[config.mk]
export PLATFORM = sky130hd
export DESIGN_NAME = nses_result
export DESIGN_NICKNAME = d
export VERILOG_FILES = /design/src/design/nses_pkg.sv /design/src/design/nses_result.sv
export SDC_FILE = /design/constraint.sdc
export NUM_CORES = 2
export LEC_CHECK = 0
export BUFFER_PORTS_ARGS = -buffer_cell sky130_fd_sc_hd__buf_2
export CAP_MARGIN = 5
export CORE_AREA = 2 2 280 490
export CTS_CLUSTER_DIAMETER = 200
export DETAILED_ROUTE_END_ITERATION = 7
export DIE_AREA = 0 0 282 492
export PLACE_DENSITY = 0.72
export SLEW_MARGIN = 15
export SYNTH_ARGS = -nofsm -noshare
export SYNTH_HDL_FRONTEND = slang
export SYNTH_SLANG_ARGS = --single-unit
[constraint.sdc]
create_clock -name clk -period 12.46 [get_ports clk]
set_clock_uncertainty 0.2 [all_clocks]
set_input_delay 1.246 -clock clk [delete_from_list [all_inputs] [get_ports clk]]
set_output_delay 1.246 -clock clk [all_outputs]
set_load 0.05 [all_outputs]
[src/design/nses_pkg.sv]
// ----------------------------------------------------------------------------
// Null symbol energy search: package
// Widths, register indexes, control structs and helpers shared by the block.
// ----------------------------------------------------------------------------
package nses_pkg;

  localparam int WINDOW_LEN  = 2656;
  localparam int SLOT_W      = $clog2(WINDOW_LEN);
  localparam int QUARTER_WIN = WINDOW_LEN / 4;

  localparam int SAMP_W     = 16;
  localparam int IN_DATA_W  = 2 * SAMP_W;
  localparam int POS_W      = 19;
  localparam int LEN_W      = 18;
  localparam int STEP_W     = 5;
  localparam int THR_W      = 16;
  localparam int ENERGY_W   = 32;
  localparam int DELTA_W    = ENERGY_W + 1;
  localparam int SUM_W      = 49;
  localparam int ACC_W      = 51;
  localparam int PROD_W     = SUM_W + THR_W;
  localparam int PHASE_W    = 4;
  localparam int MAX_STEP   = 16;

  localparam int OUT_BITS   = POS_W + 2 * SUM_W;
  localparam int OUT_DATA_W = ((OUT_BITS + 7) / 8) * 8;

  localparam int FIFO_DEPTH = 8;
  localparam int FIFO_AW    = $clog2(FIFO_DEPTH);
  localparam int FIFO_CW    = $clog2(FIFO_DEPTH + 1);

  localparam int CFG_IDX_W  = 2;
  localparam int CFG_DATA_W = POS_W;

  localparam logic [LEN_W-1:0] COUNT_MAX = '1;

  localparam logic signed [POS_W-1:0] START_OFFSET_RESET     = -19'sd1328;
  localparam logic [LEN_W-1:0]        SEARCH_LEN_RESET       = LEN_W'(2656);
  localparam logic [STEP_W-1:0]       DECIMATION_STEP_RESET  = STEP_W'(1);
  localparam logic [THR_W-1:0]        ENERGY_THRESHOLD_RESET = THR_W'(32768);

  typedef enum logic [CFG_IDX_W-1:0] {
    REG_START_OFFSET     = 2'd0,
    REG_SEARCH_LEN       = 2'd1,
    REG_DECIMATION_STEP  = 2'd2,
    REG_ENERGY_THRESHOLD = 2'd3
  } reg_index_t;

  // Per-sample control decided at the input side.
  typedef struct packed {
    logic              last;
    logic              active;
    logic              win;
    logic              base;
    logic [SLOT_W-1:0] slot;
    logic [LEN_W-1:0]  n;
  } ctl_t;

  // Registers the result side needs.
  typedef struct packed {
    logic signed [POS_W-1:0] start_offset;
    logic [THR_W-1:0]        energy_threshold;
  } res_cfg_t;

  // Search state captured at the end of a span.
  typedef struct packed {
    logic signed [ACC_W-1:0] best_min;
    logic signed [ACC_W-1:0] best_max;
    logic [LEN_W-1:0]        best_offset;
    logic [SUM_W-1:0]        base_sum;
  } snap_t;

  // One finished result.
  typedef struct packed {
    logic                    good;
    logic [SUM_W-1:0]        max_energy;
    logic [SUM_W-1:0]        min_energy;
    logic signed [POS_W-1:0] position;
  } result_t;

  // A step of zero acts as one, anything above the largest stride is clipped.
  function automatic logic [STEP_W-1:0] eff_step(input logic [STEP_W-1:0] s);
    logic [STEP_W-1:0] r;
    r = s;
    if (s == '0) begin
      r = STEP_W'(1);
    end else if (s > STEP_W'(MAX_STEP)) begin
      r = STEP_W'(MAX_STEP);
    end
    return r;
  endfunction

endpackage

[src/design/nses_result.sv]
// ----------------------------------------------------------------------------
// Null symbol energy search: result side
// Final position and energies, the ratio test and the result queue.
// ----------------------------------------------------------------------------
module nses_result import nses_pkg::*; (
  input  logic                  clk,
  input  logic                  rst,
  input  logic                  snap_valid,
  input  snap_t                 snap,
  input  res_cfg_t              res_cfg,
  input  logic                  last_accept,
  output logic                  room,
  output logic                  m_tvalid,
  input  logic                  m_tready,
  output logic [OUT_DATA_W-1:0] m_tdata,
  output logic                  m_tuser
);

  logic                    r2_valid;
  logic signed [POS_W-1:0] r2_pos;
  logic [SUM_W-1:0]        r2_min;
  logic [SUM_W-1:0]        r2_max;
  logic                    r2_near;

  logic                    r3_valid;
  logic signed [POS_W-1:0] r3_pos;
  logic [SUM_W-1:0]        r3_min;
  logic [SUM_W-1:0]        r3_max;
  logic                    r3_near;
  logic [PROD_W-1:0]       r3_prod;

  logic signed [POS_W-1:0] pos;
  result_t                 fin;

  result_t              queue [FIFO_DEPTH];
  logic [FIFO_AW-1:0]   wr_ptr;
  logic [FIFO_AW-1:0]   rd_ptr;
  logic [FIFO_CW-1:0]   fill;
  logic [FIFO_CW-1:0]   pending;
  logic                 out_fire;
  result_t              head;

  assign pos = res_cfg.start_offset + $signed(POS_W'(snap.best_offset));

  always_ff @(posedge clk) begin
    if (rst) begin
      r2_valid <= 1'b0;
      r3_valid <= 1'b0;
    end else begin
      r2_valid <= snap_valid;
      r3_valid <= r2_valid;
    end
  end

  always_ff @(posedge clk) begin
    r2_pos  <= pos;
    r2_min  <= snap.base_sum + snap.best_min[SUM_W-1:0];
    r2_max  <= snap.base_sum + snap.best_max[SUM_W-1:0];
    r2_near <= (pos > -POS_W'(QUARTER_WIN)) && (pos < POS_W'(QUARTER_WIN));

    r3_pos  <= r2_pos;
    r3_min  <= r2_min;
    r3_max  <= r2_max;
    r3_near <= r2_near;
    r3_prod <= PROD_W'(r2_max) * PROD_W'(res_cfg.energy_threshold);
  end

  // min * 2^16 against threshold * max, both exact in PROD_W bits.
  always_comb begin
    fin.position   = r3_pos;
    fin.min_energy = r3_min;
    fin.max_energy = r3_max;
    fin.good       = r3_near && ({r3_min, {THR_W{1'b0}}} < r3_prod);
  end

  assign out_fire = m_tvalid && m_tready;
  assign head     = queue[rd_ptr];
  assign m_tvalid = (fill != '0);
  assign m_tdata  = OUT_DATA_W'({head.max_energy, head.min_energy, head.position});
  assign m_tuser  = head.good;
  // Results still in flight plus those queued never exceed the queue depth.
  assign room     = (pending != FIFO_CW'(FIFO_DEPTH));

  always_ff @(posedge clk) begin
    if (r3_valid) begin
      queue[wr_ptr] <= fin;
    end
  end

  always_ff @(posedge clk) begin
    if (rst) begin
      wr_ptr  <= '0;
      rd_ptr  <= '0;
      fill    <= '0;
      pending <= '0;
    end else begin
      if (r3_valid) begin
        wr_ptr <= wr_ptr + FIFO_AW'(1);
      end
      if (out_fire) begin
        rd_ptr <= rd_ptr + FIFO_AW'(1);
      end
      fill    <= fill + FIFO_CW'(r3_valid) - FIFO_CW'(out_fire);
      pending <= pending + FIFO_CW'(last_accept) - FIFO_CW'(out_fire);
    end
  end

endmodule

==> impl_results.md <==
- Number of top-level pins: 332
- Share of layout cells above drive strength 1: 15.9%
- Grt ovf: 0
- DIE AREA: 139,000 µm²
- Post-Syn Area: 73,700 µm²
- Final Core Density: 59.9%
- DRT iter0 DRCs: 3,050
- Count leader, synth: edfxtp_1
- Reg-to-reg slack, setup: 4.35 ns
- CP max-delay cell: a2bb2oi_1
- Detailed Route WL: 193,000 µm
- Chip width: 282 µm
- Hold Path Class: reg -> reg
- Nets: 7,087
- DR vias: 45,749
- Worst Path Buf+Inv: 5
- Most used DFF post-synth: edfxtp_1
- Unrepaired setup endpoints after global routing: false
- Synth warn: 0
- CP top delay family: adder cells
- Slew HR: 16.2%
- Hold-fix buffers at CTS: 0
- Post-synth top area share: 38.5%
- Vias in the first global route: 49,517
- Synth Instances: 5,625
- Postcts setup bufs: 0
- Clock sinks: 1,264
- Initial Utilization: 54.5%
- Crit path from: res_cfg[10]
- Gr usage total: 28.5%
- HPWL after DPL: 134,000 µm
- Most frequent cell on the critical path: fa_1
- Placed Area: 77,400 µm²
- Setup violators final: 0
- Syn Area/Cell: 13.1 µm²
- Arrival @ worst endpoint: 8.82 ns
- Post-synth EDFFs: 944
- Area Overhead vs Synth: 9.87%
- Seq/Total Area, Yosys: 47.2%
- Commonest cells post-synth: 944 x edfxtp_1, 812 x inv_1, 661 x fa_1, 626 x nand2_1, 320 x dfxtp_1
- Global-route wire length before repair: 292,000 µm
- Placer congestion estimate: 0.905
- Die Y: 492 µm
- Hold Slack: 0.118 ns
- Initial antenna violation count: 20
- Hold Vio Cnt, Final: 0
- WHS Endpoint: r3_min[15]$_DFF_P_
- Dominant cells by area after synthesis: edfxtp_1 38%, fa_1 18%, dfxtp_1 8.7%
- Fmax: 119 MHz
- Core ar.: 135,000 µm²
- Data required time of the worst path: 12.87 ns
- Clock latency at the later pin of the worst-skew pair: 0.74 ns
- Port Buffer Count: 324
- CTS tree: built
- Max clock buf depth: 3
- Slew of the pin with the lowest slew margin: 1.26 ns
- Worst setup SP type: primary input
- CTS Buf Count: 102
- Cell taking the most area after synthesis: edfxtp_1
- Maxcap violations: 0
- Clk pin slew, worst setup/hold paths: 0.07 ns
- Number of core rows: 179
- Max Slew Vio Count: 0
- Hold Startpoint: r2_min[15]$_DFF_P_
- Final Cycle Share: 67.5%
- Largest net degree at the start of global routing: 97
- Cell variety after synth: 86
- Sum Neg Setup Slack: 0 ns
- H-tree depth: 3
- Reg2reg path depth: 21
- Root buf cell: clkbuf_16
- Hold depth: 0
- CP Class: in -> reg
- Design Area, Final: 80,900 µm²
- Max stage delay on crit path: 0.96 ns
- Async set-reset flop share out of synthesis: 0%
- Cts repair resizes: 0
- Reg-to-Reg Start: r2_max[12]$_DFF_P_
- Worst R2R End: r3_prod[61]$_DFF_P_
- WL/cell: 24.7 µm
- Status: completed
- Crit-path cells: buf_2 > buf_4 > nand2_1 > fa_1 > inv_1 > fa_1 > fa_1 > fa_1 > fa_1 > inv_1 > fa_1 > inv_1 > ha_1 > nand2_1 > o21bai_1 > a21oi_1 > a2bb2oi_1 > o31ai_1 > a31oi_1 > nand4_1 > nand3_1 > a221oi_1 > xnor2_1
- Vias per cell: 5.85
- DRT Pass-1 Iters: 6
- Fin crit period: 8.41 ns
- CP Capture Type: register
- Routed Antenna Nets: 0
- Crit path max fanout: 32
- Yosys reg bits: 1,264
- Residual DRC: 0
-- flip-flops by register name, summed over array words and instances, names as in the netlist, named ones only --
name      cells
r2_valid      1
r3_max       49
r2_pos       19
r2_near       1
r3_min       49
wr_ptr        3
rd_ptr        3
r2_min       49
r3_near       1
queue       944
r3_prod      65
r2_max       49
r3_valid      1
fill          4
pending       4
r3_pos       19
-- routing by layer --
layer,vias up,GRT usage [%],routed length [µm]
met5,-,0,76
met4,12,17.9,13500
met3,661,4.63,13800
met2,1936,49.6,98600
met1,23441,32.6,67500
li1,19699,-,-
-- stage by stage --
stage / std cells / worst slack (ns)
global route: 7806 / 3.70
CTS: 7802 / 4.29
floorplan: 5627 / 3.01
detailed placement: 7611 / 3.52
finish: 7818 / 4.05
global placement: 7611 / 3.49
-- cells in the final DEF, fill, tap and decap left out, types with 14 or more instances in the layout --
cell	n
xnor2_1	102
nand4_1	31
and2_1	275
a211oi_1	17
a21oi_1	176
nand3_1	39
a31oi_1	19
buf_4	80
fa_1	661
a21o_1	115
nand2_1	626
o21a_1	22
nand2b_1	25
clkbuf_1	19
ha_1	312
nor2_1	106
edfxtp_1	944
nor3_1	21
inv_1	812
clkbuf_16	105
o21ai_0	83
diode_2	16
and3_1	25
o21ai_1	18
buf_2	324
clkinv_2	14
mux2_2	119
nor2b_1	35
clkbuf_8	15
mux4_2	236
dfxtp_1	317
xor2_1	65
o21bai_1	35
-- worst max-delay path by stage --
stage               depth (start not counted)                     to
CTS                                        23    r3_prod[62]$_DFF_P_
global route                               23    r3_prod[61]$_DFF_P_
finish                                     23    r3_prod[61]$_DFF_P_
floorplan                                   2  queue[0][0]$_DFFE_PP_
detailed placement                         23    r3_prod[62]$_DFF_P_
global placement                           23    r3_prod[62]$_DFF_P_
-- cells by family (layout without fill, tap and decap cells) --
family          count (synthesis)  in the layout  share of synthesized area, %
xor+xnor                      167            167                          1.99
other cells                     1             19                       0.00509
fa+ha+maj                     973            973                          23.3
compound gates                583            583                          5.18
simple gates                 1235           1235                          7.97
mux                           357            357                          9.06
buf+inv                      1045           1410                          5.35
flops                        1264           1264                          47.2
-- worst register-to-register path, cell delays in order (launching register included) --
cell	delay [ns]
dfxtp_1	1.16
nand2_1	0.23
fa_1	0.56
fa_1	0.53
fa_1	0.52
inv_1	0.06
fa_1	0.51
fa_1	0.50
inv_1	0.05
fa_1	0.48
inv_1	0.05
ha_1	0.40
o21a_1	0.16
o21bai_1	0.08
a21oi_1	0.15
a2bb2oi_1	0.96
o31ai_1	0.24
a31oi_1	0.40
nand4_1	0.15
nand3_1	0.17
a221oi_1	0.12
xnor2_1	0.30
-- layout make-up --
cell class                 count  area [µm²]
fill                       10439       54100
multi-input combinational   3318       35000
sequential                  1264       34800
inverter                     813        3050
clock buffer                 140        2910
tap                         1810        2260
timing repair buffer         406        2260
clock inverter                51         603
antenna                       16        40.0
Power is not shown: default switching activity piles up to over one toggle a cycle in this logic, so the estimate is an artifact.
