===== src/design/nses_pkg.sv =====
// ----------------------------------------------------------------------------
// Null symbol energy search: package
// Widths, register indexes, control structs and helpers shared by the block.
// ----------------------------------------------------------------------------
package nses_pkg;

  localparam int WINDOW_LEN  = 2656;
  localparam int SLOT_W      = $clog2(WINDOW_LEN);
  localparam int QUARTER_WIN = WINDOW_LEN / 4;

  localparam int SAMP_W     = 16;
  localparam int IN_DATA_W  = 2 * SAMP_W;
  localparam int POS_W      = 19;
  localparam int LEN_W      = 18;
  localparam int STEP_W     = 5;
  localparam int THR_W      = 16;
  localparam int ENERGY_W   = 32;
  localparam int DELTA_W    = ENERGY_W + 1;
  localparam int SUM_W      = 49;
  localparam int ACC_W      = 51;
  localparam int PROD_W     = SUM_W + THR_W;
  localparam int PHASE_W    = 4;
  localparam int MAX_STEP   = 16;

  localparam int OUT_BITS   = POS_W + 2 * SUM_W;
  localparam int OUT_DATA_W = ((OUT_BITS + 7) / 8) * 8;

  localparam int FIFO_DEPTH = 8;
  localparam int FIFO_AW    = $clog2(FIFO_DEPTH);
  localparam int FIFO_CW    = $clog2(FIFO_DEPTH + 1);

  localparam int CFG_IDX_W  = 2;
  localparam int CFG_DATA_W = POS_W;

  localparam logic [LEN_W-1:0] COUNT_MAX = '1;

  localparam logic signed [POS_W-1:0] START_OFFSET_RESET     = -19'sd1328;
  localparam logic [LEN_W-1:0]        SEARCH_LEN_RESET       = LEN_W'(2656);
  localparam logic [STEP_W-1:0]       DECIMATION_STEP_RESET  = STEP_W'(1);
  localparam logic [THR_W-1:0]        ENERGY_THRESHOLD_RESET = THR_W'(32768);

  typedef enum logic [CFG_IDX_W-1:0] {
    REG_START_OFFSET     = 2'd0,
    REG_SEARCH_LEN       = 2'd1,
    REG_DECIMATION_STEP  = 2'd2,
    REG_ENERGY_THRESHOLD = 2'd3
  } reg_index_t;

  // Per-sample control decided at the input side.
  typedef struct packed {
    logic              last;
    logic              active;
    logic              win;
    logic              base;
    logic [SLOT_W-1:0] slot;
    logic [LEN_W-1:0]  n;
  } ctl_t;

  // Registers the result side needs.
  typedef struct packed {
    logic signed [POS_W-1:0] start_offset;
    logic [THR_W-1:0]        energy_threshold;
  } res_cfg_t;

  // Search state captured at the end of a span.
  typedef struct packed {
    logic signed [ACC_W-1:0] best_min;
    logic signed [ACC_W-1:0] best_max;
    logic [LEN_W-1:0]        best_offset;
    logic [SUM_W-1:0]        base_sum;
  } snap_t;

  // One finished result.
  typedef struct packed {
    logic                    good;
    logic [SUM_W-1:0]        max_energy;
    logic [SUM_W-1:0]        min_energy;
    logic signed [POS_W-1:0] position;
  } result_t;

  // A step of zero acts as one, anything above the largest stride is clipped.
  function automatic logic [STEP_W-1:0] eff_step(input logic [STEP_W-1:0] s);
    logic [STEP_W-1:0] r;
    r = s;
    if (s == '0) begin
      r = STEP_W'(1);
    end else if (s > STEP_W'(MAX_STEP)) begin
      r = STEP_W'(MAX_STEP);
    end
    return r;
  endfunction

endpackage


===== src/design/nses_front.sv =====
// ----------------------------------------------------------------------------
// Null symbol energy search: input side
// Configuration registers, sample counters and the per-sample control flags.
// ----------------------------------------------------------------------------
module nses_front import nses_pkg::*; (
  input  logic                  clk,
  input  logic                  rst,
  input  logic                  cfg_we,
  input  logic [CFG_IDX_W-1:0]  cfg_index,
  input  logic [CFG_DATA_W-1:0] cfg_data,
  input  logic                  s_tvalid,
  output logic                  s_tready,
  input  logic [IN_DATA_W-1:0]  s_tdata,
  input  logic                  s_tlast,
  input  logic                  room,
  output logic                  last_accept,
  output logic                  s1_valid,
  output logic signed [SAMP_W-1:0] s1_i,
  output logic signed [SAMP_W-1:0] s1_q,
  output ctl_t                  s1_ctl,
  output res_cfg_t              res_cfg
);

  logic signed [POS_W-1:0] start_offset;
  logic [LEN_W-1:0]        search_len;
  logic [STEP_W-1:0]       decimation_step;
  logic [THR_W-1:0]        energy_threshold;

  logic [LEN_W-1:0]   sample_count;
  logic [SLOT_W-1:0]  slot;
  logic [PHASE_W-1:0] stride_phase;
  // n_res[k] holds n modulo k+1, so any stride can be tested at once.
  logic [PHASE_W-1:0] n_res [MAX_STEP];

  logic               accept;
  logic [STEP_W-1:0]  step;
  logic [STEP_W-1:0]  step_m1;
  logic               active;
  logic               m_ge_w;
  logic [LEN_W-1:0]   n;
  logic [PHASE_W-1:0] phase;
  logic [STEP_W-1:0]  phase_inc;
  logic [PHASE_W-1:0] stride_phase_next;
  ctl_t               ctl;

  assign s_tready    = room;
  assign accept      = s_tvalid && s_tready;
  assign last_accept = accept && s_tlast;
  assign res_cfg     = '{start_offset: start_offset, energy_threshold: energy_threshold};

  always_ff @(posedge clk) begin
    if (rst) begin
      start_offset     <= START_OFFSET_RESET;
      search_len       <= SEARCH_LEN_RESET;
      decimation_step  <= DECIMATION_STEP_RESET;
      energy_threshold <= ENERGY_THRESHOLD_RESET;
    end else if (cfg_we) begin
      unique case (reg_index_t'(cfg_index))
        REG_START_OFFSET:     start_offset     <= cfg_data;
        REG_SEARCH_LEN:       search_len       <= cfg_data[LEN_W-1:0];
        REG_DECIMATION_STEP:  decimation_step  <= cfg_data[STEP_W-1:0];
        REG_ENERGY_THRESHOLD: energy_threshold <= cfg_data[THR_W-1:0];
        default: ;
      endcase
    end
  end

  always_comb begin
    step      = eff_step(decimation_step);
    step_m1   = step - STEP_W'(1);
    active    = (sample_count != COUNT_MAX);
    m_ge_w    = (sample_count >= LEN_W'(WINDOW_LEN));
    n         = sample_count - LEN_W'(WINDOW_LEN);
    phase     = ({1'b0, stride_phase} >= step) ? '0 : stride_phase;
    phase_inc = {1'b0, phase} + STEP_W'(1);
    stride_phase_next = (phase_inc >= step) ? '0 : phase_inc[PHASE_W-1:0];

    ctl.last   = s_tlast;
    ctl.active = active;
    ctl.win    = active && m_ge_w && (n < search_len) &&
                 (n_res[step_m1[PHASE_W-1:0]] == '0);
    ctl.base   = active && (sample_count < search_len) && (phase == '0);
    ctl.slot   = slot;
    ctl.n      = n;
  end

  always_ff @(posedge clk) begin
    if (rst) begin
      sample_count <= '0;
      slot         <= '0;
      stride_phase <= '0;
      for (int k = 0; k < MAX_STEP; k++) begin
        n_res[k] <= '0;
      end
    end else if (accept) begin
      if (s_tlast) begin
        // The span ends here; the next sample starts a new one.
        sample_count <= '0;
        slot         <= '0;
        stride_phase <= '0;
        for (int k = 0; k < MAX_STEP; k++) begin
          n_res[k] <= '0;
        end
      end else if (active) begin
        sample_count <= sample_count + LEN_W'(1);
        slot         <= (slot == SLOT_W'(WINDOW_LEN - 1)) ? '0 : slot + SLOT_W'(1);
        stride_phase <= stride_phase_next;
        if (m_ge_w) begin
          for (int k = 0; k < MAX_STEP; k++) begin
            n_res[k] <= (n_res[k] == PHASE_W'(k)) ? '0 : n_res[k] + PHASE_W'(1);
          end
        end
      end
    end
  end

  always_ff @(posedge clk) begin
    if (rst) begin
      s1_valid <= 1'b0;
    end else begin
      s1_valid <= accept;
    end
  end

  always_ff @(posedge clk) begin
    if (accept) begin
      s1_i   <= s_tdata[SAMP_W-1:0];
      s1_q   <= s_tdata[IN_DATA_W-1:SAMP_W];
      s1_ctl <= ctl;
    end
  end

endmodule


===== config.mk =====
export PLATFORM = sky130hd
export DESIGN_NAME = nses_front
export DESIGN_NICKNAME = d
export VERILOG_FILES = /design/src/design/nses_pkg.sv /design/src/design/nses_front.sv
export SDC_FILE = /design/constraint.sdc
export NUM_CORES = 1
export LEC_CHECK = 0
export BUFFER_PORTS_ARGS = -buffer_cell sky130_fd_sc_hd__buf_4
export CAP_MARGIN = 20
export CORE_ASPECT_RATIO = 1.75
export CORE_MARGIN = 2
export CORE_UTILIZATION = 37
export DETAILED_ROUTE_END_ITERATION = 10
export PLACE_DENSITY = 0.67
export SYNTH_ARGS = -nofsm -noshare
export SYNTH_HDL_FRONTEND = slang
export SYNTH_SLANG_ARGS = --single-unit
export TNS_END_PERCENT = 100

===== constraint.sdc =====
create_clock -name clk -period 3.1 [get_ports clk]
set_input_delay 0.31 -clock clk [delete_from_list [all_inputs] [get_ports clk]]
set_output_delay 0.31 -clock clk [all_outputs]
set_load 0.03 [all_outputs]

==> results of run 1 <==
==> placed cells by master, fill, tap and decap left out, drive strengths merged, types with 6 or more instances in the layout <==
master / instances
a21o: 9
a21oi: 85
a31oi: 7
and3: 13
buf: 212
clkbuf: 30
clkinv: 6
dfxtp: 97
dlygate4sd3: 37
edfxtp: 126
ha: 74
inv: 56
mux2: 6
mux2i: 17
nand2: 159
nand2b: 8
nand3: 18
nand3b: 19
nand4: 17
nor2: 94
nor2b: 7
nor3: 26
nor3b: 14
nor4: 14
o21ai: 29
or3: 7
xnor2: 17
xor2: 23
==> registers in the layout (all words and copies together) (netlist names) <==
register	cells
s1_ctl	34
s1_valid	1
start_offset	19
sample_count	18
search_len	18
n_res	64
decimation_step	5
energy_threshold	16
stride_phase	4
s1_q	16
s1_i	16
slot	12
==> routing by layer <==
layer  wire length (um)  global-route usage (%)  vias to the layer above
met2              15200                    34.6                      193
met3               1020                    2.35                       60
met5                  0                       0                        -
met4               1210                    8.70                        0
li1                   -                       -                     4174
met1               9870                    17.8                     4105
==> worst max-delay path, stage by stage, from the launching register on <==
cell	delay [ns]
sky130_fd_sc_hd__dfxtp_2	0.33
sky130_fd_sc_hd__nor3_2	0.17
sky130_fd_sc_hd__o21a_2	0.19
sky130_fd_sc_hd__ha_4	0.20
sky130_fd_sc_hd__nand2b_4	0.13
sky130_fd_sc_hd__a21o_1	0.16
sky130_fd_sc_hd__a211o_1	0.28
sky130_fd_sc_hd__nand2_2	0.10
sky130_fd_sc_hd__and2_4	0.18
sky130_fd_sc_hd__ha_4	0.21
sky130_fd_sc_hd__ha_4	0.20
sky130_fd_sc_hd__a21o_1	0.17
sky130_fd_sc_hd__a211o_1	0.32
sky130_fd_sc_hd__a21oi_4	0.20
sky130_fd_sc_hd__o2111ai_1	0.12
sky130_fd_sc_hd__nand2_1	0.07
==> path summary, 6_finish.rpt <==
check                                        start                    to  cells past startpoint
worst min register to register       search_len[0]         search_len[0]                      2
worst min-delay path                  cfg_data[15]  energy_threshold[15]                      3
worst max register to register  decimation_step[3]       stride_phase[3]                     15
worst max-delay path            decimation_step[3]       stride_phase[3]                     15
==> layout make-up <==
class | count | area, um^2 | share of cell area, %
clock buffers | 30 | 601 | 4.35
clock inverters | 10 | 115 | 0.833
inverters | 55 | 209 | 1.51
multi-input cells | 729 | 4730 | 34.2
flip-flops and latches | 223 | 5730 | 41.5
well taps | 378 | 473 | 3.42
repair buffers | 249 | 1970 | 14.2
==> power by group through the flow <==
stage | combinational, mW | sequential [mW] | clock [mW]
finish | 0.726 | 3.34 | 2.71
global route | 0.793 | 3.36 | 2.88
CTS | 0.724 | 3.34 | 2.78
detailed placement | 0.676 | 3.41 | 0
global placement | 0.664 | 3.40 | 0
floorplan | 0.289 | 3.50 | 0
==> through the flow <==
step / TNS [ns] / instances / setup slack (ns)
finish: 0 / 1674 / 0.00831
global route: -0.730 / 1674 / -0.184
CTS: 0 / 1670 / 0.00151
detailed placement: -0.336 / 1591 / -0.107
global placement: -0.186 / 1591 / -0.0610
floorplan: 0 / 1044 / 0.00805
==> logic make-up after synthesis <==
kind of cell / count (synthesis) / share of synthesized area [%]
AO/OA/AOI/OAI: 166 / 9.41
XOR/XNOR: 40 / 3.28
adder cells (fa/ha/maj): 74 / 8.66
buffers and inverters: 92 / 3.50
flip-flops: 223 / 53.5
multiplexers: 23 / 2.22
AND/OR/NAND/NOR: 426 / 19.4
==> repair_timing <==
action                                  CTS  global route
buffers inserted                          2             4
pin swaps                                 7            14
hold buffers                             37             0
endpoints found under the setup margin    4             5
hold endpoints to repair                 37             0
resized for setup                        10            15
==> tab_implementation.tex, run 1 <==
\begin{tabular}{lr}
\hline
Metric & Value \\
\hline
\multicolumn{2}{l}{\textbf{Worst setup path}} \\
\quad CP Class & flip-flop to flip-flop \\
\quad Biggest fanout along the worst timing path & 4 \\
\quad Required time at the endpoint of the critical path & 3.57 ns \\
\quad R2R Setup Slk & 0.008 ns \\
\quad WP data arrival & 3.56 ns \\
\quad CP startpoint kind & flip-flop \\
\quad CP Capture Type & flip-flop \\
\multicolumn{2}{l}{\textbf{Clock network}} \\
\quad Clock Path Buffers & 3 \\
\quad CTS Sinks & 223 \\
\quad Worst-Skew Late Latency & between 0.5 and 0.6 ns \\
\quad Number of H-tree levels & 1 \\
\quad Reg clk slew, reported paths & 0.07 ns \\
\quad CTS tree & yes \\
\quad Root buffer cell & sky130\_fd\_sc\_hd\_\_clkbuf\_16 \\
\quad CTS buffer count & 22 \\
\multicolumn{2}{l}{\textbf{Logic synthesis}} \\
\quad Top post-synthesis cells by count & sky130\_fd\_sc\_hd\_\_nand2\_1 (159), sky130\_fd\_sc\_hd\_\_edfxtp\_1 (126), sky130\_fd\_sc\_hd\_\_dfxtp\_1 (97) \\
\quad Cell count after synthesis & $\sim$1000 \\
\quad Cell type contributing the most total cell area after synthesis & sky130\_fd\_sc\_hd\_\_edfxtp\_1 \\
\quad Netlist area before placement & 0.0107 mm\^{}2 \\
\quad Total of flip-flops plus latches after synthesis & around 220 \\
\quad Share of the synthesized area in the top cell type & 35.4\% \\
\quad Most used flip-flop cell after synthesis & sky130\_fd\_sc\_hd\_\_edfxtp\_1 \\
\quad Ranking of synthesized cells by area & sky130\_fd\_sc\_hd\_\_edfxtp\_1 (35\%), sky130\_fd\_sc\_hd\_\_dfxtp\_1 (18\%), sky130\_fd\_sc\_hd\_\_ha\_1 (8.7\%) \\
\quad Most frequent cell after synthesis & sky130\_fd\_sc\_hd\_\_nand2\_1 \\
\quad Count of different cell masters after synthesis & 60 \\
\quad Sequential share of the synthesized area & 53.5\% \\
\quad Number of synthesized flops with an enable pin & 126 \\
\quad Avg Inst Size Synth & 10.2 um\^{}2 \\
\quad Number of warnings printed during yosys synthesis & 0 \\
\quad Share of flip-flops with an asynchronous set or reset & 0\% \\
\quad Net Count, Synth & 1177 \\
\multicolumn{2}{l}{\textbf{Final layout}} \\
\quad Final core occ & 48.5\% \\
\quad Total of fill cells in the finished design & 2721 \\
\quad P\&R area growth vs syn & 29.2\% \\
\quad \# diodes & 0 \\
\quad Layout cell share with drive strength beyond 1 & 22.2\% \\
\quad Number of nets in the layout & 1413 \\
\quad Finished layout cell area & 0.0138 mm\^{}2 \\
\multicolumn{2}{l}{\textbf{Routing}} \\
\quad Mean number of vias per cell & 5.10 \\
\quad Routed length per instance & 16.3 um \\
\quad Number of design-rule violations left by the first detailed-router iteration & 397 \\
\quad Drt first pass iters & 5 \\
\quad Antenna-violating nets left & 0 \\
\quad DRC violation count after routing & 0 \\
\quad Vias after detailed routing & 8532 \\
\quad Routed wire length & $\sim$27000 um \\
\multicolumn{2}{l}{\textbf{Power and ir drop}} \\
\quad Sequential share of power & 49.4\% \\
\quad Leakage & 5.55 nW \\
\quad Combinational share of power & between 10\% and 20\% \\
\quad Power Dens Cells & a little under 500 mW/mm\^{}2 \\
\quad Worst IR drop on VDD & 389 uV \\
\quad Net switching power & around 1.7 mW \\
\quad Internal power consumption & 5.10 mW \\
\quad Switching share of power & 24.8\% \\
\quad Post-layout total power & just under 7 mW \\
\quad Clock share of power & 39.9\% \\
\multicolumn{2}{l}{\textbf{Floorplanning}} \\
\quad Initial Util & between 30\% and 40\% \\
\quad \# IOs & 163 \\
\quad DIE HEIGHT & 229 um \\
\quad Die area & 0.0303 mm\^{}2 \\
\quad Cell Rows & 82 \\
\quad CORE AREA & 0.0285 mm\^{}2 \\
\quad Die width & 133 um \\
\multicolumn{2}{l}{\textbf{Global routing}} \\
\quad Global-route wire length before repair & 43200 um \\
\quad Vias in the first global route & 8671 \\
\quad Overall track demand over capacity in global routing & $\sim$18\% \\
\quad Grt total ovfl & 0 \\
\quad Initial antenna violation count & 0 \\
\quad Pin count of the biggest net entering global routing & 66 \\
\multicolumn{2}{l}{\textbf{Place}} \\
\quad Hpwl dp & 19700 um \\
\quad Routability Congestion & 0.882 \\
\quad Count of buffers inserted at the top-level ports & around 160 \\
\quad Area after detailed placement & 0.0126 mm\^{}2 \\
\multicolumn{2}{l}{\textbf{Timing}} \\
\quad Slew Limit Headroom & 36.3\% \\
\quad RSZ-0062 raised after global routing & yes \\
\quad Tightest hold margin & 0.0265 ns \\
\quad Count of endpoints failing hold in the final timing report & 0 \\
\quad Clock skew after layout & 0.0208 ns \\
\quad Final setup violation count & 0 \\
\quad Fin. max-slew vios & 0 \\
\quad Slew at the pin with the worst max-slew slack & about 0.95 ns \\
\quad Period Utilization, post-route & 99.7\% \\
\quad F\_max & 323 MHz \\
\quad Final worst path period need & between 3 and 4 ns \\
\multicolumn{2}{l}{\textbf{Run status}} \\
\quad Outcome & complete, no violations \\
\multicolumn{2}{l}{\textbf{Flow run}} \\
\quad Max-cap check violation count & 0 \\
\multicolumn{2}{l}{\textbf{Min path}} \\
\quad Class of the tightest hold or removal check & primary input to flip-flop \\
\hline
\end{tabular}
Note: power is estimated with default switching activity, not from simulation.
==> inputs of run 2 (changes only) <==
--- a/config.mk
+++ b/config.mk
@@ -5,6 +5,7 @@
 export SDC_FILE = /design/constraint.sdc
 export NUM_CORES = 1
 export LEC_CHECK = 0
+export ABC_AREA = 1
 export BUFFER_PORTS_ARGS = -buffer_cell sky130_fd_sc_hd__buf_4
 export CAP_MARGIN = 20
 export CORE_ASPECT_RATIO = 1.75
==> run 2 against run 1 <==
Net effect: routed wire length shrank 2.5%; first-iteration DRC count grew 61%; largest cell class unchanged; flip-flop and latch count stayed put; global-route usage decreased by 0.73 points; critical path depth increased by 8; non-clock buffer count fell by 22; register-to-register slack better by 0.13 ns; synthesized cell count grew 17%; clock power is 4% higher; area after synthesis is 2.9% higher; combinational power rose by 8.3%; hold slack worse by 0.0036 ns.
==> tab_implementation.tex, run 2 <==
\begin{tabular}{lr}
\hline
Metric & Value \\
\hline
\multicolumn{2}{l}{\textbf{Run status}} \\
\quad Outcome & complete, no violations \\
\multicolumn{2}{l}{\textbf{Routing}} \\
\quad DRC violation count after routing & 0 \\
\quad Vias after detailed routing & 8925 \\
\quad Mean number of vias per cell & 4.88 \\
\quad Routed wire length & 26600 um \\
\quad Drt first pass iters & 4 \\
\quad Routed length per instance & around 15 um \\
\quad Antenna-violating nets left & 0 \\
\quad Number of design-rule violations left by the first detailed-router iteration & 639 \\
\multicolumn{2}{l}{\textbf{Final layout}} \\
\quad Non-filler cells, final & roughly 1800 \\
\quad Commonest cells after routing, fill and taps aside & sky130\_fd\_sc\_hd\_\_nand2\_1 (203), sky130\_fd\_sc\_hd\_\_buf\_4 (194), sky130\_fd\_sc\_hd\_\_nor2\_1 (177), sky130\_fd\_sc\_hd\_\_edfxtp\_1 (126), sky130\_fd\_sc\_hd\_\_inv\_1 (122) \\
\quad Register bank with the most flops & n\_res \\
\quad Most common library cell in the layout ignoring fill and taps & sky130\_fd\_sc\_hd\_\_nand2\_1 \\
\quad P\&R area growth vs syn & 26.2\% \\
\quad Registers with the most flip-flops & n\_res (64), s1\_ctl (34), start\_offset (19) \\
\quad Total of fill cells in the finished design & 2771 \\
\quad Finished layout cell area & 0.0139 mm\^{}2 \\
\quad Number of nets in the layout & 1567 \\
\quad Layout cell share with drive strength beyond 1 & 19.8\% \\
\quad \# diodes & 0 \\
\quad Max FFs per register & 64 \\
\multicolumn{2}{l}{\textbf{Logic synthesis}} \\
\quad Cell type contributing the most total cell area after synthesis & sky130\_fd\_sc\_hd\_\_edfxtp\_1 \\
\quad Top post-synthesis cells by count & sky130\_fd\_sc\_hd\_\_nand2\_1 (208), sky130\_fd\_sc\_hd\_\_nor2\_1 (179), sky130\_fd\_sc\_hd\_\_edfxtp\_1 (126), sky130\_fd\_sc\_hd\_\_inv\_1 (126) \\
\quad Share of flip-flops with an asynchronous set or reset & 0\% \\
\quad Share of the synthesized area in the top cell type & 34.4\% \\
\quad Ranking of synthesized cells by area & sky130\_fd\_sc\_hd\_\_edfxtp\_1 (34\%), sky130\_fd\_sc\_hd\_\_dfxtp\_1 (18\%), sky130\_fd\_sc\_hd\_\_ha\_1 (8.4\%) \\
\quad Most frequent cell after synthesis & sky130\_fd\_sc\_hd\_\_nand2\_1 \\
\quad Number of synthesized flops with an enable pin & 126 \\
\quad Net Count, Synth & 1350 \\
\quad Cell count after synthesis & 1217 \\
\quad Count of different cell masters after synthesis & 43 \\
\quad Avg Inst Size Synth & 9.04 um\^{}2 \\
\quad Netlist area before placement & 0.0110 mm\^{}2 \\
\quad Sequential share of the synthesized area & a little over half \\
\quad Most used flip-flop cell after synthesis & sky130\_fd\_sc\_hd\_\_edfxtp\_1 \\
\quad Total of flip-flops plus latches after synthesis & about 220 \\
\quad Number of warnings printed during yosys synthesis & 0 \\
\multicolumn{2}{l}{\textbf{Global routing}} \\
\quad Pin count of the biggest net entering global routing & 70 \\
\quad Overall track demand over capacity in global routing & 16.9\% \\
\quad Most used routing layer & met2 \\
\quad Global-route wire length before repair & 43000 um \\
\quad Initial antenna violation count & 0 \\
\quad Met3 Resource Use GR & 2.31\% \\
\quad Vias in the first global route & 8886 \\
\quad GR Layer Usage met1 & 17.0\% \\
\quad Grt total ovfl & 0 \\
\quad Global Route met2 Usage & about 33\% \\
\multicolumn{2}{l}{\textbf{Place}} \\
\quad Routability Congestion & just over 0.8 \\
\quad Area after detailed placement & 0.0127 mm\^{}2 \\
\quad Cell count after placement & roughly 1800 \\
\quad Count of buffers inserted at the top-level ports & 162 \\
\quad Hpwl dp & 19300 um \\
\multicolumn{2}{l}{\textbf{Clock network}} \\
\quad Number of H-tree levels & 1 \\
\quad Clock Path Buffers & 3 \\
\quad CTS tree & yes \\
\quad Reg clk slew, reported paths & 0.07 ns \\
\quad Root buffer cell & sky130\_fd\_sc\_hd\_\_clkbuf\_16 \\
\quad CTS Sinks & 223 \\
\quad CTS buffer count & 21 \\
\quad Worst-Skew Late Latency & about 0.51 ns \\
\multicolumn{2}{l}{\textbf{Worst setup path}} \\
\quad Family with the most delay on the worst path & simple AND/OR/NAND/NOR gates \\
\quad FF-to-FF End & stride\_phase[2] \\
\quad CP Capture Type & flip-flop \\
\quad Cell repeated most along the worst path & sky130\_fd\_sc\_hd\_\_nand2\_1 \\
\quad Cell with the largest stage delay on the worst path & sky130\_fd\_sc\_hd\_\_dfxtp\_1 \\
\quad Biggest fanout along the worst timing path & 4 \\
\quad FF-to-FF Start & decimation\_step[3] \\
\quad Cells on worst reg2reg path & 23 \\
\quad Count of buffering cells on the critical path with inverters included & 2 \\
\quad Chain of cells forming the critical path & nor2\_2 -> nand2\_2 -> nand2\_2 -> nand2\_2 -> ha\_4 -> nand2\_1 -> nand2\_1 -> nand2\_1 -> o21ai\_2 -> nor2b\_4 -> nand2\_1 -> inv\_1 -> ha\_2 -> nand3\_1 -> nand2\_1 -> inv\_1 -> ha\_1 -> a21boi\_0 -> o21ai\_1 -> nand2\_1 -> nand2\_2 -> nand3\_1 -> a21oi\_1 \\
\quad CP startpoint kind & flip-flop \\
\quad CP Class & flip-flop to flip-flop \\
\quad R2R Setup Slk & 0.14 ns \\
\quad WP data arrival & 3.40 ns \\
\quad Required time at the endpoint of the critical path & 3.54 ns \\
\quad Largest stage delay on the critical path & between 0.3 and 0.4 ns \\
\multicolumn{2}{l}{\textbf{Floorplanning}} \\
\quad DIE HEIGHT & 232 um \\
\quad CORE AREA & 0.0293 mm\^{}2 \\
\quad Die width & 134 um \\
\quad Die area & 0.0312 mm\^{}2 \\
\quad Initial Util & a little under two fifths \\
\quad Cell Rows & 83 \\
\quad \# IOs & 163 \\
\multicolumn{2}{l}{\textbf{Min path}} \\
\quad Class of the tightest hold or removal check & primary input to flip-flop \\
\quad Hold Crit Start & cfg\_data[16] \\
\quad Depth of the worst hold-timing path & 3 \\
\quad Hold Path End & start\_offset[16] \\
\multicolumn{2}{l}{\textbf{Power and ir drop}} \\
\quad Worst IR drop on VDD & between 300 and 400 uV \\
\quad Leakage & a little under 6 nW \\
\quad Post-layout total power & 6.92 mW \\
\quad Power Dens Cells & 499 mW/mm\^{}2 \\
\multicolumn{2}{l}{\textbf{Timing}} \\
\quad Slew at the pin with the worst max-slew slack & 0.813 ns \\
\quad Slew Limit Headroom & 45.8\% \\
\quad Count of endpoints failing hold in the final timing report & 0 \\
\quad Period Utilization, post-route & $\sim$95\% \\
\quad Final worst path period need & approximately 3.0 ns \\
\quad Clock skew after layout & $\sim$0.011 ns \\
\quad Final setup violation count & 0 \\
\quad Sum of negative setup slack & 0 ns \\
\quad Fin. max-slew vios & 0 \\
\quad F\_max & 338 MHz \\
\multicolumn{2}{l}{\textbf{Flow run}} \\
\quad Max-cap check violation count & 0 \\
\hline
\end{tabular}
[run 2: area by class of cell]
cell class	count	area [um^2]	area share, %
Clock buffer	24	547	3.94
Clock inverter	13	200	1.44
Sequential cell	223	5730	41.2
Multi-Input combinational cell	829	4650	33.5
Timing Repair Buffer	227	1790	12.9
Tap cell	382	478	3.44
Inverter	132	499	3.60
[run 2: routing by layer]
layer	vias to the layer above	wire length (um)
met2	204	14600
met5	-	0
met3	58	1150
met4	0	1030
li1	4469	-
met1	4194	9850
[run 2: power by group]
part | total, mW | internal [mW] | switching [mW] | leakage (nW)
Combinational | 0.786 | 0.309 | 0.478 | 3.56
Clock | 2.81 | 1.69 | 1.12 | 0.358
Sequential | 3.33 | 3.25 | 0.0767 | 2.01
[run 2: how the worst max path moves through the flow]
stage	cells past startpoint	slack, ns	from	to
detailed placement	23	-0.09	decimation_step[0]	stride_phase[1]
finish	23	0.14	decimation_step[3]	stride_phase[2]
floorplan	22	0.02	decimation_step[4]	stride_phase[2]
CTS	23	0.01	decimation_step[1]	stride_phase[1]
global route	23	-0.11	decimation_step[3]	stride_phase[2]
global placement	21	0.01	decimation_step[4]	stride_phase[1]
[run 2: cells by family (layout without fill, tap and decap cells)]
logic type | after synthesis | after routing | synth area share, %
xor+xnor | 45 | 45 | 3.58
buf+inv | 165 | 396 | 6.20
compound gates | 144 | 144 | 7.06
fa+ha+maj | 74 | 74 | 8.42
flops | 223 | 223 | 52.1
simple gates | 566 | 566 | 22.7
[run 2: worst register-to-register path: cells and delay by family, from the launching register on]
kind | cells | cell delay [ns]
compound gates | 4 | 0.48
buf+inv | 2 | 0.14
simple gates | 14 | 1.27
flops | 1 | 0.33
fa+ha+maj | 3 | 0.66
[run 2: stage by stage]
step | utilization (%) | hold WS [ns] | worst slack [ns]
finish | 47.4 | 0.0229 | 0.140
global route | 47.4 | 0.0230 | -0.109
CTS | 47.2 | 0.00469 | 0.0102
detailed placement | 43.4 | 0.444 | -0.0872
global placement | 43.4 | 0.441 | 0.0134
floorplan | - | 0.409 | 0.0237
[run 2: timing repair]
item | 4_1_cts | 5_1_grt
gates resized for setup | 1 | 18
endpoints found under the hold margin | 33 | 0
setup buffers | 2 | 3
endpoints found under the setup margin | 4 | 5
hold buffers | 33 | 0
pin swaps | 0 | 5
==> inputs of run 3 (changes only) <==
--- a/config.mk
+++ b/config.mk
@@ -12,7 +12,8 @@
 export CORE_MARGIN = 2
 export CORE_UTILIZATION = 37
 export DETAILED_ROUTE_END_ITERATION = 10
-export PLACE_DENSITY = 0.67
+export GPL_TIMING_DRIVEN = 0
+export PLACE_DENSITY = 0.65
 export SYNTH_ARGS = -nofsm -noshare
 export SYNTH_HDL_FRONTEND = slang
 export SYNTH_SLANG_ARGS = --single-unit
==> constraint.sdc (replaced) <==
create_clock -name clk -period 3.15 [get_ports clk]
set_input_delay 0.315 -clock clk [delete_from_list [all_inputs] [get_ports clk]]
set_output_delay 0.315 -clock clk [all_outputs]
set_load 0.03 [all_outputs]
==> run 3 against run 2 <==
Net effect: flip-flop and latch count stayed put; worst setup slack better by 0.0038 ns; sequential power is 2% lower; non-clock buffer count is 11 higher; sequential share of layout area is 0.20 points lower; cell area is 0.76% higher; final cell count is 0.60% higher; critical endpoint is now stride_phase[3]; maximum frequency is 1.5% lower; clock power is 8.5% lower; register-to-register slack hardly changed; total power is 4.2% lower.
==> tab_implementation.tex, run 3 (synthesis gave the netlist of run 2 again) <==
\begin{tabular}{lr}
\hline
Metric & Value \\
\hline
\multicolumn{2}{l}{\textbf{Run status}} \\
\quad Outcome & complete, no violations \\
\multicolumn{2}{l}{\textbf{Worst setup path}} \\
\quad FF-to-FF End & stride\_phase[3] \\
\quad Biggest fanout along the worst timing path & 4 \\
\quad R2R Setup Slk & 0.14 ns \\
\quad Worst setup path end & stride\_phase[3] \\
\quad Cells on worst reg2reg path & 22 \\
\quad CP Class & flip-flop to flip-flop \\
\quad WP data arrival & 3.45 ns \\
\quad CP startpoint kind & flip-flop \\
\quad Required time at the endpoint of the critical path & roughly 3.6 ns \\
\quad CP Capture Type & flip-flop \\
\quad FF-to-FF Start & decimation\_step[2] \\
\quad Launch point of the worst path & decimation\_step[2] \\
\multicolumn{2}{l}{\textbf{Timing}} \\
\quad F\_max & between 300 and 400 MHz \\
\quad Fin. max-slew vios & 0 \\
\quad Period Utilization, post-route & 95.4\% \\
\quad Slew at the pin with the worst max-slew slack & 0.930 ns \\
\quad Final worst path period need & 3.01 ns \\
\quad Sum of negative setup slack & 0 ns \\
\quad Count of endpoints failing hold in the final timing report & 0 \\
\quad Slew Limit Headroom & 37.5\% \\
\quad Clock skew after layout & between 0.01 and 0.015 ns \\
\quad Final setup violation count & 0 \\
\multicolumn{2}{l}{\textbf{Final layout}} \\
\quad Commonest cells after routing, fill and taps aside & sky130\_fd\_sc\_hd\_\_nand2\_1 (197), sky130\_fd\_sc\_hd\_\_nor2\_1 (177), sky130\_fd\_sc\_hd\_\_buf\_4 (173), sky130\_fd\_sc\_hd\_\_edfxtp\_1 (126), sky130\_fd\_sc\_hd\_\_inv\_1 (121) \\
\quad Number of nets in the layout & 1578 \\
\quad P\&R area growth vs syn & 27.2\% \\
\quad Non-filler cells, final & 1841 \\
\quad \# diodes & 0 \\
\quad Max FFs per register & 64 \\
\quad Register bank with the most flops & n\_res \\
\quad Finished layout cell area & 0.0140 mm\^{}2 \\
\quad Layout cell share with drive strength beyond 1 & 20.6\% \\
\quad Total of fill cells in the finished design & 2785 \\
\quad Registers with the most flip-flops & n\_res (64), s1\_ctl (34), start\_offset (19) \\
\quad Most common library cell in the layout ignoring fill and taps & sky130\_fd\_sc\_hd\_\_nand2\_1 \\
\multicolumn{2}{l}{\textbf{Floorplanning}} \\
\quad Die area & 0.0312 mm\^{}2 \\
\quad DIE HEIGHT & 232 um \\
\quad Die width & 134 um \\
\quad \# IOs & 163 \\
\quad CORE AREA & 0.0293 mm\^{}2 \\
\quad Initial Util & 37.6\% \\
\quad Cell Rows & 83 \\
\multicolumn{2}{l}{\textbf{Place}} \\
\quad Hpwl dp & 20800 um \\
\quad Cell count after placement & about 1800 \\
\quad Routability Congestion & about 0.93 \\
\quad Area after detailed placement & 0.0127 mm\^{}2 \\
\quad Count of buffers inserted at the top-level ports & 161 \\
\multicolumn{2}{l}{\textbf{Clock network}} \\
\quad Worst-Skew Late Latency & 0.51 ns \\
\quad Number of H-tree levels & 1 \\
\quad CTS tree & yes \\
\quad CTS buffer count & 21 \\
\quad Root buffer cell & sky130\_fd\_sc\_hd\_\_clkbuf\_16 \\
\quad Reg clk slew, reported paths & 0.07 ns \\
\quad Clock Path Buffers & 3 \\
\quad CTS Sinks & 223 \\
\multicolumn{2}{l}{\textbf{Power and ir drop}} \\
\quad Switching share of power & 24.8\% \\
\quad Combinational share of power & 11.9\% \\
\quad Clock share of power & 38.7\% \\
\quad Leakage & 5.94 nW \\
\quad Net switching power & 1.65 mW \\
\quad Worst IR drop on VDD & 376 uV \\
\quad Internal power consumption & between 4 and 5 mW \\
\quad Power Dens Cells & 474 mW/mm\^{}2 \\
\quad Sequential share of power & 49.4\% \\
\multicolumn{2}{l}{\textbf{Routing}} \\
\quad Vias after detailed routing & 8962 \\
\quad Drt first pass iters & 7 \\
\quad DRC violation count after routing & 0 \\
\quad Routed wire length & about 27000 um \\
\quad Routed length per instance & 14.9 um \\
\quad Mean number of vias per cell & 4.87 \\
\quad Antenna-violating nets left & 0 \\
\quad Number of design-rule violations left by the first detailed-router iteration & 422 \\
\multicolumn{2}{l}{\textbf{Flow run}} \\
\quad Max-cap check violation count & 0 \\
\multicolumn{2}{l}{\textbf{Global routing}} \\
\quad Overall track demand over capacity in global routing & 17.5\% \\
\quad Grt total ovfl & 0 \\
\quad Global-route wire length before repair & 43900 um \\
\quad Initial antenna violation count & 0 \\
\quad Vias in the first global route & between 8000 and 9000 \\
\quad Pin count of the biggest net entering global routing & 41 \\
\multicolumn{2}{l}{\textbf{Min path}} \\
\quad Class of the tightest hold or removal check & primary input to flip-flop \\
\quad Hold Crit Start & cfg\_data[18] \\
\hline
\end{tabular}
run 3: cell types whose count changed in the layout (fill, tap and decap cells not counted), moves of 4 or more:
cell | before | now
sky130_fd_sc_hd__dfxtp_4 | 0 | 4
sky130_fd_sc_hd__nand2_2 | 21 | 26
sky130_fd_sc_hd__nand3_2 | 1 | 5
sky130_fd_sc_hd__nand2_1 | 203 | 197
sky130_fd_sc_hd__clkbuf_1 | 2 | 18
sky130_fd_sc_hd__bufinv_16 | 5 | 1
sky130_fd_sc_hd__nand3_1 | 97 | 93
sky130_fd_sc_hd__clkbuf_8 | 1 | 5
sky130_fd_sc_hd__buf_6 | 0 | 6
sky130_fd_sc_hd__buf_4 | 194 | 173
sky130_fd_sc_hd__buf_2 | 0 | 7
sky130_fd_sc_hd__dfxtp_1 | 96 | 92
run 3: per-layer routing:
metal	vias up	share of wire, %	global-route usage [%]	routed length [um]
met5	-	0	0	0
met4	0	4.2	8.09	1150
met3	73	4.7	2.53	1290
met2	221	55	34.7	15200
met1	4162	36	17.5	9830
li1	4506	-	-	-
run 3: worst max-delay path, stage by stage (launching register included):
cell	delay, ns
sky130_fd_sc_hd__dfxtp_4	0.36
sky130_fd_sc_hd__nor2_4	0.12
sky130_fd_sc_hd__nand3_2	0.10
sky130_fd_sc_hd__nand2_2	0.09
sky130_fd_sc_hd__buf_8	0.10
sky130_fd_sc_hd__ha_1	0.21
sky130_fd_sc_hd__inv_1	0.05
sky130_fd_sc_hd__nand2_1	0.04
sky130_fd_sc_hd__nand4_1	0.10
sky130_fd_sc_hd__nor2b_4	0.21
sky130_fd_sc_hd__nand2_2	0.09
sky130_fd_sc_hd__inv_2	0.08
sky130_fd_sc_hd__ha_4	0.12
sky130_fd_sc_hd__nand3_1	0.09
sky130_fd_sc_hd__nand2_1	0.13
sky130_fd_sc_hd__inv_2	0.06
sky130_fd_sc_hd__ha_1	0.25
sky130_fd_sc_hd__a21boi_1	0.12
sky130_fd_sc_hd__o21ai_1	0.13
sky130_fd_sc_hd__nand2_1	0.08
sky130_fd_sc_hd__nand2_2	0.12
sky130_fd_sc_hd__nand3_2	0.10
sky130_fd_sc_hd__a21oi_1	0.15
run 3: what timing repair did:
item	CTS	global route
hold endpoints to repair	32	0
hold buffers	32	0
pin swaps	1	13
endpoints found under the setup margin	28	23
setup buffers	2	8
gates resized for setup	11	42
run 3: layout make-up:
class	instances	area, um^2	share of cell area, %
inverters	132	507	3.62
repair buffers	205	1650	11.8
plain buffers	33	196	1.40
well taps	382	478	3.42
clock buffers	29	627	4.48
multi-input cells	829	4720	33.7
clock inverters	8	73.8	0.528
flip-flops and latches	223	5740	41.0
run 3: how the worst min path moves through the flow:
stage | slack, ns | cells past startpoint | end
global route | 0.02 | 3 | start_offset[18]
detailed placement | 0.44 | 2 | start_offset[4]
global placement | 0.44 | 2 | start_offset[6]
CTS | 0.005 | 3 | start_offset[18]
floorplan | 0.41 | 0 | s1_ctl[33]
finish | 0.01 | 3 | start_offset[18]
run 3: power groups by stage:
stage / sequential (mW) / combinational [mW] / clock (mW)
3_3_place_gp: 3.34 / 0.708 / 0
4_1_cts: 3.28 / 0.775 / 2.64
2_1_floorplan: 3.45 / 0.319 / 0
5_1_grt: 3.29 / 0.871 / 2.75
6_report: 3.28 / 0.790 / 2.57
3_5_place_dp: 3.34 / 0.728 / 0
run 3: per-stage QoR:
stage,util [%],setup WS (ns),power (mW),hold WS (ns)
finish,47.8,0.144,6.63,0.0147
global route,47.8,-0.125,6.91,0.0228
CTS,47.1,0.00520,6.69,0.00527
detailed placement,43.5,-0.634,4.07,0.444
global placement,43.3,-0.804,4.05,0.441
floorplan,-,0.0737,3.77,0.414
